[src/rtl/core/easf_pkg.sv]
package easf_pkg;

	// Default geometry of the angle datapath
	localparam int ANGLE_BITS_DEF    = 14;
	localparam int FRACTION_BITS_DEF = 16;

	// Sensor word layout
	localparam int WORD_W      = 16;
	localparam int WORD_ANGLE_LSB = 2;

	// Result field widths
	localparam int STATUS_W = 2;
	localparam int FILT_W   = 30;
	localparam int RAW_W    = 14;

	// Configuration register widths and reset values
	localparam int THR_W   = 14;
	localparam int LIMIT_W = 8;
	localparam int GAIN_W  = 17;
	localparam int CFG_INDEX_W = 2;
	localparam int CFG_DATA_W  = GAIN_W;

	localparam logic [THR_W-1:0]   THR_RESET   = THR_W'(1820);
	localparam logic [LIMIT_W-1:0] LIMIT_RESET = LIMIT_W'(3);
	localparam logic [GAIN_W-1:0]  GAIN_RESET  = GAIN_W'(16384);

	// Gain is a fraction scaled by 2^GAIN_SHIFT; round to nearest, ties up
	localparam int GAIN_SHIFT = 16;
	localparam longint ROUND_HALF = 64'd1 << (GAIN_SHIFT - 1);

	localparam logic [LIMIT_W-1:0] RUN_MAX = '1;

	typedef enum logic [CFG_INDEX_W-1:0] {
		REG_THRESHOLD = 2'd0,
		REG_LIMIT     = 2'd1,
		REG_GAIN      = 2'd2
	} cfg_reg_t;

	typedef enum logic [STATUS_W-1:0] {
		ST_ACCEPT = 2'd0,
		ST_PARITY = 2'd1,
		ST_SPIKE  = 2'd2
	} status_t;

	typedef struct packed {
		logic [THR_W-1:0]   threshold;
		logic [LIMIT_W-1:0] limit;
		logic [GAIN_W-1:0]  gain;
	} cfg_t;

endpackage

[src/rtl/core/easf_step.sv]
module easf_step import easf_pkg::*; #(
	parameter int ANGLE_BITS    = ANGLE_BITS_DEF,
	parameter int FRACTION_BITS = FRACTION_BITS_DEF
) (
	input  logic [WORD_W-1:0]                      word,
	input  cfg_t                                   cfg,
	input  logic [ANGLE_BITS-1:0]                  prev_raw,
	input  logic [ANGLE_BITS+FRACTION_BITS-1:0]    filt,
	input  logic [LIMIT_W-1:0]                     run,
	input  logic                                   seeded,
	output status_t                                status,
	output logic [ANGLE_BITS-1:0]                  raw_out,
	output logic                                   mag_out,
	output logic [ANGLE_BITS-1:0]                  nxt_prev_raw,
	output logic [ANGLE_BITS+FRACTION_BITS-1:0]    nxt_filt,
	output logic [LIMIT_W-1:0]                     nxt_run,
	output logic                                   nxt_seeded
);

	localparam int TURN_W = ANGLE_BITS + FRACTION_BITS;
	localparam int PROD_W = TURN_W + GAIN_W + 1;
	localparam int CMP_W  = (ANGLE_BITS + 1 > THR_W) ? ANGLE_BITS + 1 : THR_W;

	logic [WORD_W-1:0]       word_sh;
	logic                    good;
	logic [ANGLE_BITS-1:0]   raw;
	logic [ANGLE_BITS-1:0]   prev_e;
	logic [TURN_W-1:0]       filt_e;
	logic [LIMIT_W-1:0]      run_e;
	logic [LIMIT_W-1:0]      run_inc;
	logic [ANGLE_BITS-1:0]   jump;
	logic [ANGLE_BITS-1:0]   jump_mag;
	logic                    big;
	logic                    reject;
	logic [TURN_W-1:0]       target;
	logic signed [TURN_W-1:0] diff;
	logic signed [GAIN_W:0]  gain_s;
	logic signed [PROD_W-1:0] prod;
	logic [PROD_W-1:0]       prod_rnd;
	logic [TURN_W-1:0]       filt_new;

	assign word_sh = word >> WORD_ANGLE_LSB;
	assign raw     = word_sh[ANGLE_BITS-1:0];
	assign good    = ~^word;
	assign target  = {raw, {FRACTION_BITS{1'b0}}};

	// First good word seeds the history with itself
	assign prev_e = seeded ? prev_raw : raw;
	assign filt_e = seeded ? filt : target;
	assign run_e  = seeded ? run : '0;

	// Wrapped jump magnitude; the half-turn case comes out as 2^(ANGLE_BITS-1)
	assign jump     = raw - prev_e;
	assign jump_mag = jump[ANGLE_BITS-1] ? (~jump + 1'b1) : jump;
	assign big      = CMP_W'(jump_mag) > CMP_W'(cfg.threshold);
	assign run_inc  = (run_e == RUN_MAX) ? run_e : run_e + 1'b1;
	assign reject   = big && (run_inc < cfg.limit);

	// Filter step: filt += round(gain * wrap(target - filt) / 2^GAIN_SHIFT)
	assign diff     = $signed(target - filt_e);
	assign gain_s   = $signed({1'b0, cfg.gain});
	assign prod     = gain_s * diff;
	assign prod_rnd = prod + PROD_W'(ROUND_HALF);
	assign filt_new = filt_e + prod_rnd[GAIN_SHIFT +: TURN_W];

	always_comb begin
		status       = ST_ACCEPT;
		raw_out      = raw;
		mag_out      = word[1];
		nxt_prev_raw = raw;
		nxt_filt     = filt_new;
		nxt_run      = '0;
		nxt_seeded   = 1'b1;
		if (!good) begin
			status       = ST_PARITY;
			raw_out      = '0;
			mag_out      = 1'b0;
			nxt_prev_raw = prev_raw;
			nxt_filt     = filt;
			nxt_run      = run;
			nxt_seeded   = seeded;
		end else if (reject) begin
			status       = ST_SPIKE;
			nxt_prev_raw = prev_e;
			nxt_filt     = filt_e;
			nxt_run      = run_inc;
		end
	end

endmodule

[src/rtl/core/encoder_angle_spike_filter.sv]
// Pipeline: an input word passes the stage 1 word register, then the result register, to the master side.
// Throughput: one sensor word per cycle unless m_tready stalls; the state update
// is combinational: parity, jump compare, one 18 x 30 multiply and the wrapped filter add.
// Reset: arst_n clears the history (not seeded), the spike counter, the filter
// value and both pipeline valids, and loads the register defaults
// (threshold 1820, limit 3, gain 16384).
module encoder_angle_spike_filter import easf_pkg::*; #(
	parameter int ANGLE_BITS    = ANGLE_BITS_DEF,
	parameter int FRACTION_BITS = FRACTION_BITS_DEF
) (
	input  logic                   clk,
	input  logic                   arst_n,
	// Sensor word stream
	input  logic                   s_tvalid,
	output logic                   s_tready,
	input  logic [WORD_W-1:0]      s_tdata,   // [15:0] raw_word
	// Result stream
	output logic                   m_tvalid,
	input  logic                   m_tready,
	output logic [47:0]            m_tdata,   // [29:0] filtered_angle, [43:30] raw_angle,
	                                          // [44] magnet_warning, [47:45] zero
	output logic [STATUS_W-1:0]    m_tuser,   // [1:0] status
	// Configuration writes
	input  logic                   cfg_valid,
	output logic                   cfg_ready,
	input  logic [CFG_INDEX_W-1:0] cfg_index,
	input  logic [CFG_DATA_W-1:0]  cfg_data
);

	localparam int TURN_W = ANGLE_BITS + FRACTION_BITS;
	localparam int FEXT_W = TURN_W + FILT_W;
	localparam int REXT_W = ANGLE_BITS + RAW_W;

	// Configuration registers
	cfg_t cfg_q;

	// Filter state
	logic [ANGLE_BITS-1:0] prev_raw_q;
	logic [TURN_W-1:0]     filt_q;
	logic [LIMIT_W-1:0]    run_q;
	logic                  seeded_q;

	// Input register
	logic                  valid_s1;
	logic [WORD_W-1:0]     word_s1;

	// Result register
	logic                  out_valid_q;
	status_t               out_status_q;
	logic [FILT_W-1:0]     out_filt_q;
	logic [RAW_W-1:0]      out_raw_q;
	logic                  out_mag_q;

	// Step outputs
	status_t               step_status;
	logic [ANGLE_BITS-1:0] step_raw;
	logic                  step_mag;
	logic [ANGLE_BITS-1:0] nxt_prev_raw;
	logic [TURN_W-1:0]     nxt_filt;
	logic [LIMIT_W-1:0]    nxt_run;
	logic                  nxt_seeded;

	logic                  advance;
	logic [FEXT_W-1:0]     filt_ext;
	logic [REXT_W-1:0]     raw_ext;

	// Move the word in stage 1 into the result register when that register is
	// empty or its result is being taken this cycle.
	assign advance   = valid_s1 && (!out_valid_q || m_tready);
	assign s_tready  = !valid_s1 || advance;
	assign cfg_ready = 1'b1;

	// Configuration writes; an index past the list is dropped
	always_ff @(posedge clk or negedge arst_n) begin
		if (!arst_n) begin
			cfg_q.threshold <= THR_RESET;
			cfg_q.limit     <= LIMIT_RESET;
			cfg_q.gain      <= GAIN_RESET;
		end else if (cfg_valid && cfg_ready) begin
			unique case (cfg_reg_t'(cfg_index))
				REG_THRESHOLD: cfg_q.threshold <= cfg_data[THR_W-1:0];
				REG_LIMIT:     cfg_q.limit     <= cfg_data[LIMIT_W-1:0];
				REG_GAIN:      cfg_q.gain      <= cfg_data[GAIN_W-1:0];
				default: ;
			endcase
		end
	end

	// Stage 1: hold the accepted sensor word
	always_ff @(posedge clk or negedge arst_n) begin
		if (!arst_n) begin
			valid_s1 <= 1'b0;
		end else if (s_tready) begin
			valid_s1 <= s_tvalid;
		end
	end

	always_ff @(posedge clk) begin
		if (s_tvalid && s_tready) begin
			word_s1 <= s_tdata;
		end
	end

	easf_step #(
		.ANGLE_BITS    (ANGLE_BITS),
		.FRACTION_BITS (FRACTION_BITS)
	) u_step (
		.word         (word_s1),
		.cfg          (cfg_q),
		.prev_raw     (prev_raw_q),
		.filt         (filt_q),
		.run          (run_q),
		.seeded       (seeded_q),
		.status       (step_status),
		.raw_out      (step_raw),
		.mag_out      (step_mag),
		.nxt_prev_raw (nxt_prev_raw),
		.nxt_filt     (nxt_filt),
		.nxt_run      (nxt_run),
		.nxt_seeded   (nxt_seeded)
	);

	// Commit the state of the word leaving stage 1; the next word in stage 1
	// sees the registered state, so consecutive words never race.
	always_ff @(posedge clk or negedge arst_n) begin
		if (!arst_n) begin
			prev_raw_q <= '0;
			filt_q     <= '0;
			run_q      <= '0;
			seeded_q   <= 1'b0;
		end else if (advance) begin
			prev_raw_q <= nxt_prev_raw;
			filt_q     <= nxt_filt;
			run_q      <= nxt_run;
			seeded_q   <= nxt_seeded;
		end
	end

	assign filt_ext = FEXT_W'(nxt_filt);
	assign raw_ext  = REXT_W'(step_raw);

	// Result register: load on advance, drop valid once the result is taken
	always_ff @(posedge clk or negedge arst_n) begin
		if (!arst_n) begin
			out_valid_q <= 1'b0;
		end else if (advance) begin
			out_valid_q <= 1'b1;
		end else if (m_tready) begin
			out_valid_q <= 1'b0;
		end
	end

	always_ff @(posedge clk) begin
		if (advance) begin
			out_status_q <= step_status;
			out_filt_q   <= filt_ext[FILT_W-1:0];
			out_raw_q    <= raw_ext[RAW_W-1:0];
			out_mag_q    <= step_mag;
		end
	end

	assign m_tvalid = out_valid_q;
	assign m_tuser  = out_status_q;
	assign m_tdata  = {3'b000, out_mag_q, out_raw_q, out_filt_q};

`ifndef SYNTHESIS
	// Once seeded, the history stays seeded
	a_seeded_sticks: assert property (@(posedge clk) disable iff (!arst_n)
		seeded_q |=> seeded_q)
		else $error("seeded flag cleared without reset");

	// A spike can only be flagged against an established history
	a_spike_needs_seed: assert property (@(posedge clk) disable iff (!arst_n)
		(advance && step_status == ST_SPIKE) |-> seeded_q)
		else $error("spike reject before the first good word");

	// An accepted word clears the spike run
	a_accept_clears_run: assert property (@(posedge clk) disable iff (!arst_n)
		(advance && step_status == ST_ACCEPT) |=> run_q == '0)
		else $error("spike run not cleared after an accepted word");

	// A parity error leaves the filter state untouched
	a_parity_holds_state: assert property (@(posedge clk) disable iff (!arst_n)
		(advance && step_status == ST_PARITY) |=> $stable(filt_q) && $stable(run_q))
		else $error("state changed on a parity error");

	// A stalled word in stage 1 is neither lost nor overwritten
	a_s1_holds: assert property (@(posedge clk) disable iff (!arst_n)
		(valid_s1 && !advance) |=> valid_s1 && $stable(word_s1))
		else $error("stage 1 word lost while stalled");
`endif

endmodule
[config.mk]
export PLATFORM = sky130hd
export DESIGN_NAME = encoder_angle_spike_filter
export DESIGN_NICKNAME = d
export VERILOG_FILES = /design/src/rtl/core/easf_pkg.sv /design/src/rtl/core/easf_step.sv /design/src/rtl/core/encoder_angle_spike_filter.sv
export SDC_FILE = /design/constraint.sdc
export NUM_CORES = 2
export LEC_CHECK = 0
export BUFFER_PORTS_ARGS = -buffer_cell sky130_fd_sc_hd__buf_2
export CAP_MARGIN = 0
export CORE_MARGIN = 4
export CORE_UTILIZATION = 46
export CTS_BUF_LIST = sky130_fd_sc_hd__clkbuf_4 sky130_fd_sc_hd__clkbuf_8 sky130_fd_sc_hd__clkbuf_16
export DETAILED_ROUTE_END_ITERATION = 8
export HOLD_SLACK_MARGIN = 0.05
export PLACE_DENSITY_LB_ADDON = 0.05
export RECOVER_POWER = 50
export SLEW_MARGIN = 20
export SYNTH_ARGS = -nofsm -noshare
export SYNTH_HDL_FRONTEND = slang
export SYNTH_SLANG_ARGS = --single-unit
export TNS_END_PERCENT = 50
[constraint.sdc]
create_clock -name clk -period 16.5 [get_ports clk]
set_input_delay 1.65 -clock clk [delete_from_list [all_inputs] [get_ports clk]]
set_output_delay 1.65 -clock clk [all_outputs]
set_load 0.005 [all_outputs]
**Word level (Yosys, flattened, before mapping)**

Index checks and enable logic that the tools add are counted.

- Flip-flop bits (word level): 157
- Bits of input ports: 40
- Output and inout port bits: 53
- Logic and storage cells: 53

- Add/subtract/negate cells: 6
- Multiply operators: 1
- Order comparisons: 2
- Equal/unequal tests: 3
- Multiplexer cells: 12
- Bitwise gates (word level): 1
- Reduce and logical (&&, ||, !) cells: 14

Operators by type and width:

| operator | count |
|---|---|
| $mux W30 | 3 |
| $add A46 B17 Y46 const B | 1 |
| $mul A18 B30 Y46 | 1 |
| $mux W14 | 3 |
| $add A30 B30 Y30 | 1 |
| $sub A30 B30 Y30 | 1 |
| $mux W8 | 3 |
| $reduce_xnor A16 Y1 | 1 |
| $add A14 B1 Y14 const B | 1 |
| $gt A14 B14 Y1 | 1 |
| $not A14 Y14 | 1 |
| $sub A14 B14 Y14 | 1 |
| $add A8 B1 Y8 const B | 1 |
| $eq A8 B8 Y1 const B | 1 |
| $lt A8 B8 Y1 | 1 |
| $reduce_and A2 Y1 | 4 |
| $logic_and A1 B1 Y1 | 3 |
| $eq A2 B1 Y1 const B | 1 |
| $eq A2 B2 Y1 const B | 1 |
| $logic_not A1 Y1 | 2 |
| $logic_not A2 Y1 | 1 |
| $logic_or A1 B1 Y1 | 2 |
| $mux W1 | 2 |
| $mux W2 | 1 |
| $reduce_bool A2 Y1 | 1 |

**Logic depth before layout (Yosys ltp)**

- Depth after elaboration: 9
- Gate-level depth with buffers: 49

**Hierarchy**

A second synthesis with hierarchy kept.

- Cells, all modules: 3029
- Area total of the unflattened synthesis: 28135.7 sq um

Modules (own cells, without submodules):

| module | instances | cells an instance | area each (sq um) | seq. area each (sq um) |
|---|---|---|---|---|
| easf_step | 1 | 2756 | 22650.5 | 0.0 |
| encoder_angle_spike_filter | 1 | 273 | 5485.3 | 4255.3 |

**Least setup slack after synthesis**

OpenSTA, ideal clock, no wires.

- Path type: reg2reg
- Start point: register seeded_q
- End point: register out_filt_q[29] (data pin)
- Library setup time: 0.277 ns
- Arrival time: 10.748 ns
- Data required time: 16.223 ns
- Setup slack: 5.475 ns
- Cell stages (with the launch flop): 47
- Path through: dfrtp_1 -> clkbuf_1 -> clkbuf_1 -> clkbuf_1 -> buf_6 -> a21oi_1 -> ha_1 -> or3_1 -> a211oi_1 -> a2bb2oi_1 -> and2_1 -> a21oi_1 -> o21ai_0 -> xor2_1 -> clkbuf_1 -> and2_1 -> fa_1 -> inv_1 -> [11 not listed] -> a21oi_1 -> o21bai_1 -> o311a_2 -> or3_1 -> buf_2 -> a31o_2 -> a21oi_1 -> xnor2_1 -> ha_1 -> or2_2 -> a221oi_1 -> nand4b_1 -> a221oi_1 -> o21ai_0 -> xnor2_1 -> xnor3_1 -> nor3_1 -> o31ai_1

- Longest elaborated chain between the ends: 9

RTL lines:

| item | RTL line | RTL |
|---|---|---|
| from (decl) | encoder_angle_spike_filter.sv:41 | `logic seeded_q;` |
| from (signal assigned) | encoder_angle_spike_filter.sv:135 | `seeded_q <= nxt_seeded;` |
| branches (longest 7 deep; another with $mul A18 B30 Y46) | n/a |  |
| $mux W30 (*) | easf_step.sv:82 | `end else if (reject) begin` |
| $mux W30 (*) | easf_step.sv:74 | `if (!good) begin` |
| named net nxt_filt[29] | encoder_angle_spike_filter.sv:59 | `logic [TURN_W-1:0] nxt_filt;` |
| to (signal assigned) | encoder_angle_spike_filter.sv:156 | `out_filt_q <= filt_ext[FILT_W-1:0];` |
| to (decl) | encoder_angle_spike_filter.sv:50 | `logic [FILT_W-1:0] out_filt_q;` |

Mark *: on every way through the listed nets, which the timed path passes.
A chain may end at the register's enable or synchronous reset.

**Worst setup path after layout**

Same ends and word-level chain as after synthesis.

==> flow_metrics.tcl <==
set metrics [dict create \
    rows 90 \
    die_width_um 254 \
    synth_top_family_by_area "adder cells" \
    io_buffers 88 \
    final-setup-viol-count 0 \
    start_kind "register" \
    post-synth-top-count-cell "inv_1" \
    worst_slack_at_placement_ns 4.00 \
    ys_async_sr_fraction_pct 59.9 \
    grt_start_max_net_pins 73 \
    critical-path-top-cell-by-count "fa_1" \
    endpoint_kind "register" \
    timing.max_cap.violations 4 \
    setup_ws_ns 3.88 \
    post_synth_instance_area_sq_mm 0.0279 \
    seq_area_frac_synth_pct 15.3 \
    cts_resized 0 \
    synth_edf_count 63 \
    clock_insertion_delay_worst_skew_ns 0.45 \
    synth_mux_area_share_pct 1.95 \
    drtIter0Drc 1069 \
    yosys.area.top_type_share_pct 34.4 \
    synth-main-ff-cell "dfrtp_1" \
    rsz0062_at_grt "false" \
    global_route.overflow_total 0 \
    cts_buffers 17 \
    synth_seq_cells 157 \
    holdCritStartpoint "valid_s1" \
    clkTransAtPathRegs_ns 0.07 \
    design.core.area_sq_mm 0.0602 \
    netlist_instances 3028 \
    worstMarginPinSlew_ns 3.28 \
    finalHoldViolCount 0 \
    area_delta_synth_final_pct 6.61 \
    fill_cell_count 5818 \
    yosysWarnings 0 \
    crit_type "reg -> reg" \
    design.portCount 93 \
    netlist.top_cell.by_area "fa_1" \
    worst_ep_arrival_time_ns 12.75 \
    initial_antenna_violation_count 2 \
    routed_wire_length_per_instance_um 20.3 \
    violations "capacitance limit, slew limit" \
    post_synth_num_cell_types 82 \
    cts_tree "built" \
    post_drt_via_cell_ratio 5.32 \
    postRouteAntennaNets 0 \
    design.final.nets 3789 \
    clockRootBuffer "clkbuf_16" \
    synth.area.top_cells "fa_1, ha_1, inv_1" \
    die_area_sq_mm 0.0647 \
    postSynthAreaPerCell_sq_um 9.21 \
    floorplan.die.height_um 254 \
    clock-skew-final_ns 0.0165 \
    crit_path_required_time_ns 16.63 \
    crit_path_start "seeded_q" \
    timing.fmax_mhz 79.3 \
    outcome "complete, but fails checks" \
    initial_utilization_pct 46.3 \
    worstPathMaxFanout 72 \
    min_period_ns 12.62 \
    maxSlewViolCount 193 \
    cpPeakStageDelay_ns 0.77 \
    synth-adder-area-share_pct 44.3 \
    detailed_place_hpwl_um 61300 \
    synth_common_cells "inv_1, fa_1, nand2_1, and2_1, ha_1" \
    basic_gate_share_of_the_synthesized_area_counting_and_or_nand_and_nor_cells_pct 15.8 \
    drive_above_1_share_pct 8.33 \
    grt_first_pass_wirelength_um 125000 \
    cts_hold_repair.buffers 0 \
    post-cts-setup-buffer-count 0 \
    post_synth_xor_area_fraction_pct 4.28 \
    final_setup_tns_ns 0 \
    globalplace.congestion 0.884 \
    crit_path_top_delay_cell "dfrtp_4" \
    post_route_clock_period_utilization_pct 76.5 \
    final-seq-area_sq_mm 0.00427 \
    rr_startpoint "seeded_q" \
    dr.pass1.iters 5 \
    clock_sink_count 157 \
    area_occupied_by_multi_input_gates_sq_mm 0.0208 \
    detail_route.drc_violations 0 \
    worst_slew_margin_rel_pct -119 \
    synthesized_area_fraction_occupied_by_ao_oa_aoi_and_oai_cells_pct 7.91 \
    globalRouteTotalUtil_pct 25.0 \
    wl_um 78000 \
    detailroute.via_count 20453 \
    first_global_vias 22321 \
    hold_path.class "reg -> reg" \
    htree_levels 4 \
    cts_buffer_depth 2 \
]
-- flip-flops by register name, summed over array words and instances (netlist names) --
name / cells
cfg_q: 39
out_mag_q: 1
prev_raw_q: 14
run_q: 8
filt_q: 30
word_s1: 16
out_raw_q: 14
m_tuser: 2
seeded_q: 1
valid_s1: 1
out_filt_q: 30
m_tvalid: 1
-- area by class of cell --
cell class              instances  share of cell area (%)
diodes                          1                 0.00841
clock buffers                  18                    1.46
clock inverters                14                   0.505
inverters                     628                    7.92
multi-input cells            2112                    69.9
flip-flops and latches        157                    14.3
well taps                     782                    3.29
repair buffers                134                    2.58
-- per-stage QoR --
step                instances  cell area [sq um]  hold slack, ns  utilization, %
floorplan                3030              27900           0.449               -
global placement         3813              29200           0.472            48.4
detailed placement       3813              29200           0.483            48.4
CTS                      3845              29800           0.502            49.4
global route             3845              29700           0.531            49.4
finish                   3846              29700           0.499            49.4
-- critical path, delay by kind of cell (launching register included) --
kind,cells,cell delay [ns]
buf+inv,5,0.87
xor+xnor,4,1.48
fa+ha+maj,9,3.64
flops,1,0.77
compound gates,16,3.33
simple gates,8,2.12
-- cell usage in the layout, fill, tap and decap left out, types with 11 or more instances in the layout --
cell type and n:
a21o_1 32, a21oi_1 95, a22o_1 18, a31oi_1 11
and2_1 244, and3_1 54, buf_2 85, buf_4 42
clkbuf_16 17, dfrtp_1 78, edfxtp_1 63, fa_1 480
ha_1 219, inv_1 627, mux2_2 42, nand2_1 381
nand3_1 23, nand4_1 15, nor2_1 64, nor2b_1 22
nor3_1 23, o21a_1 15, o21ai_0 89, o21bai_1 11
or3_1 12, xnor2_1 85, xor2_1 38
-- kinds of logic (layout without fill, tap and decap cells) --
kind of cell | Yosys count | in the layout
adders and majority gates | 699 | 699
DFF | 157 | 157
and+or+nand+nor | 884 | 884
muxes | 49 | 49
buffers and inverters | 761 | 794
AOI/OAI and AO/OA | 342 | 342
xor gates and xnor gates | 134 | 134
other | 2 | 5
-- path summary, 6_finish.rpt --
kind,end,slack (ns),depth (start not counted)
setup reg to reg,out_filt_q[29],3.88,42
setup / recovery,out_filt_q[29],3.88,42
min in group asynchronous,valid_s1,1.92,1
max in group asynchronous,cfg_q[10],10.28,2
hold reg to reg,m_tvalid,0.50,1
hold / removal,m_tvalid,0.50,1
-- per-layer routing --
layer	share of wire, %	up-vias	track usage (%)	wire length [um]
met5	0	-	0	0
met4	2.8	0	6.47	2210
met3	3.7	118	2.18	2900
met2	52	435	46.0	40700
met1	41	10508	31.8	32200
li1	-	9392	-	-
Power is left out: the tool's default activity adds up to more than one toggle a clock period on the data nets, which glitch-free logic cannot reach.
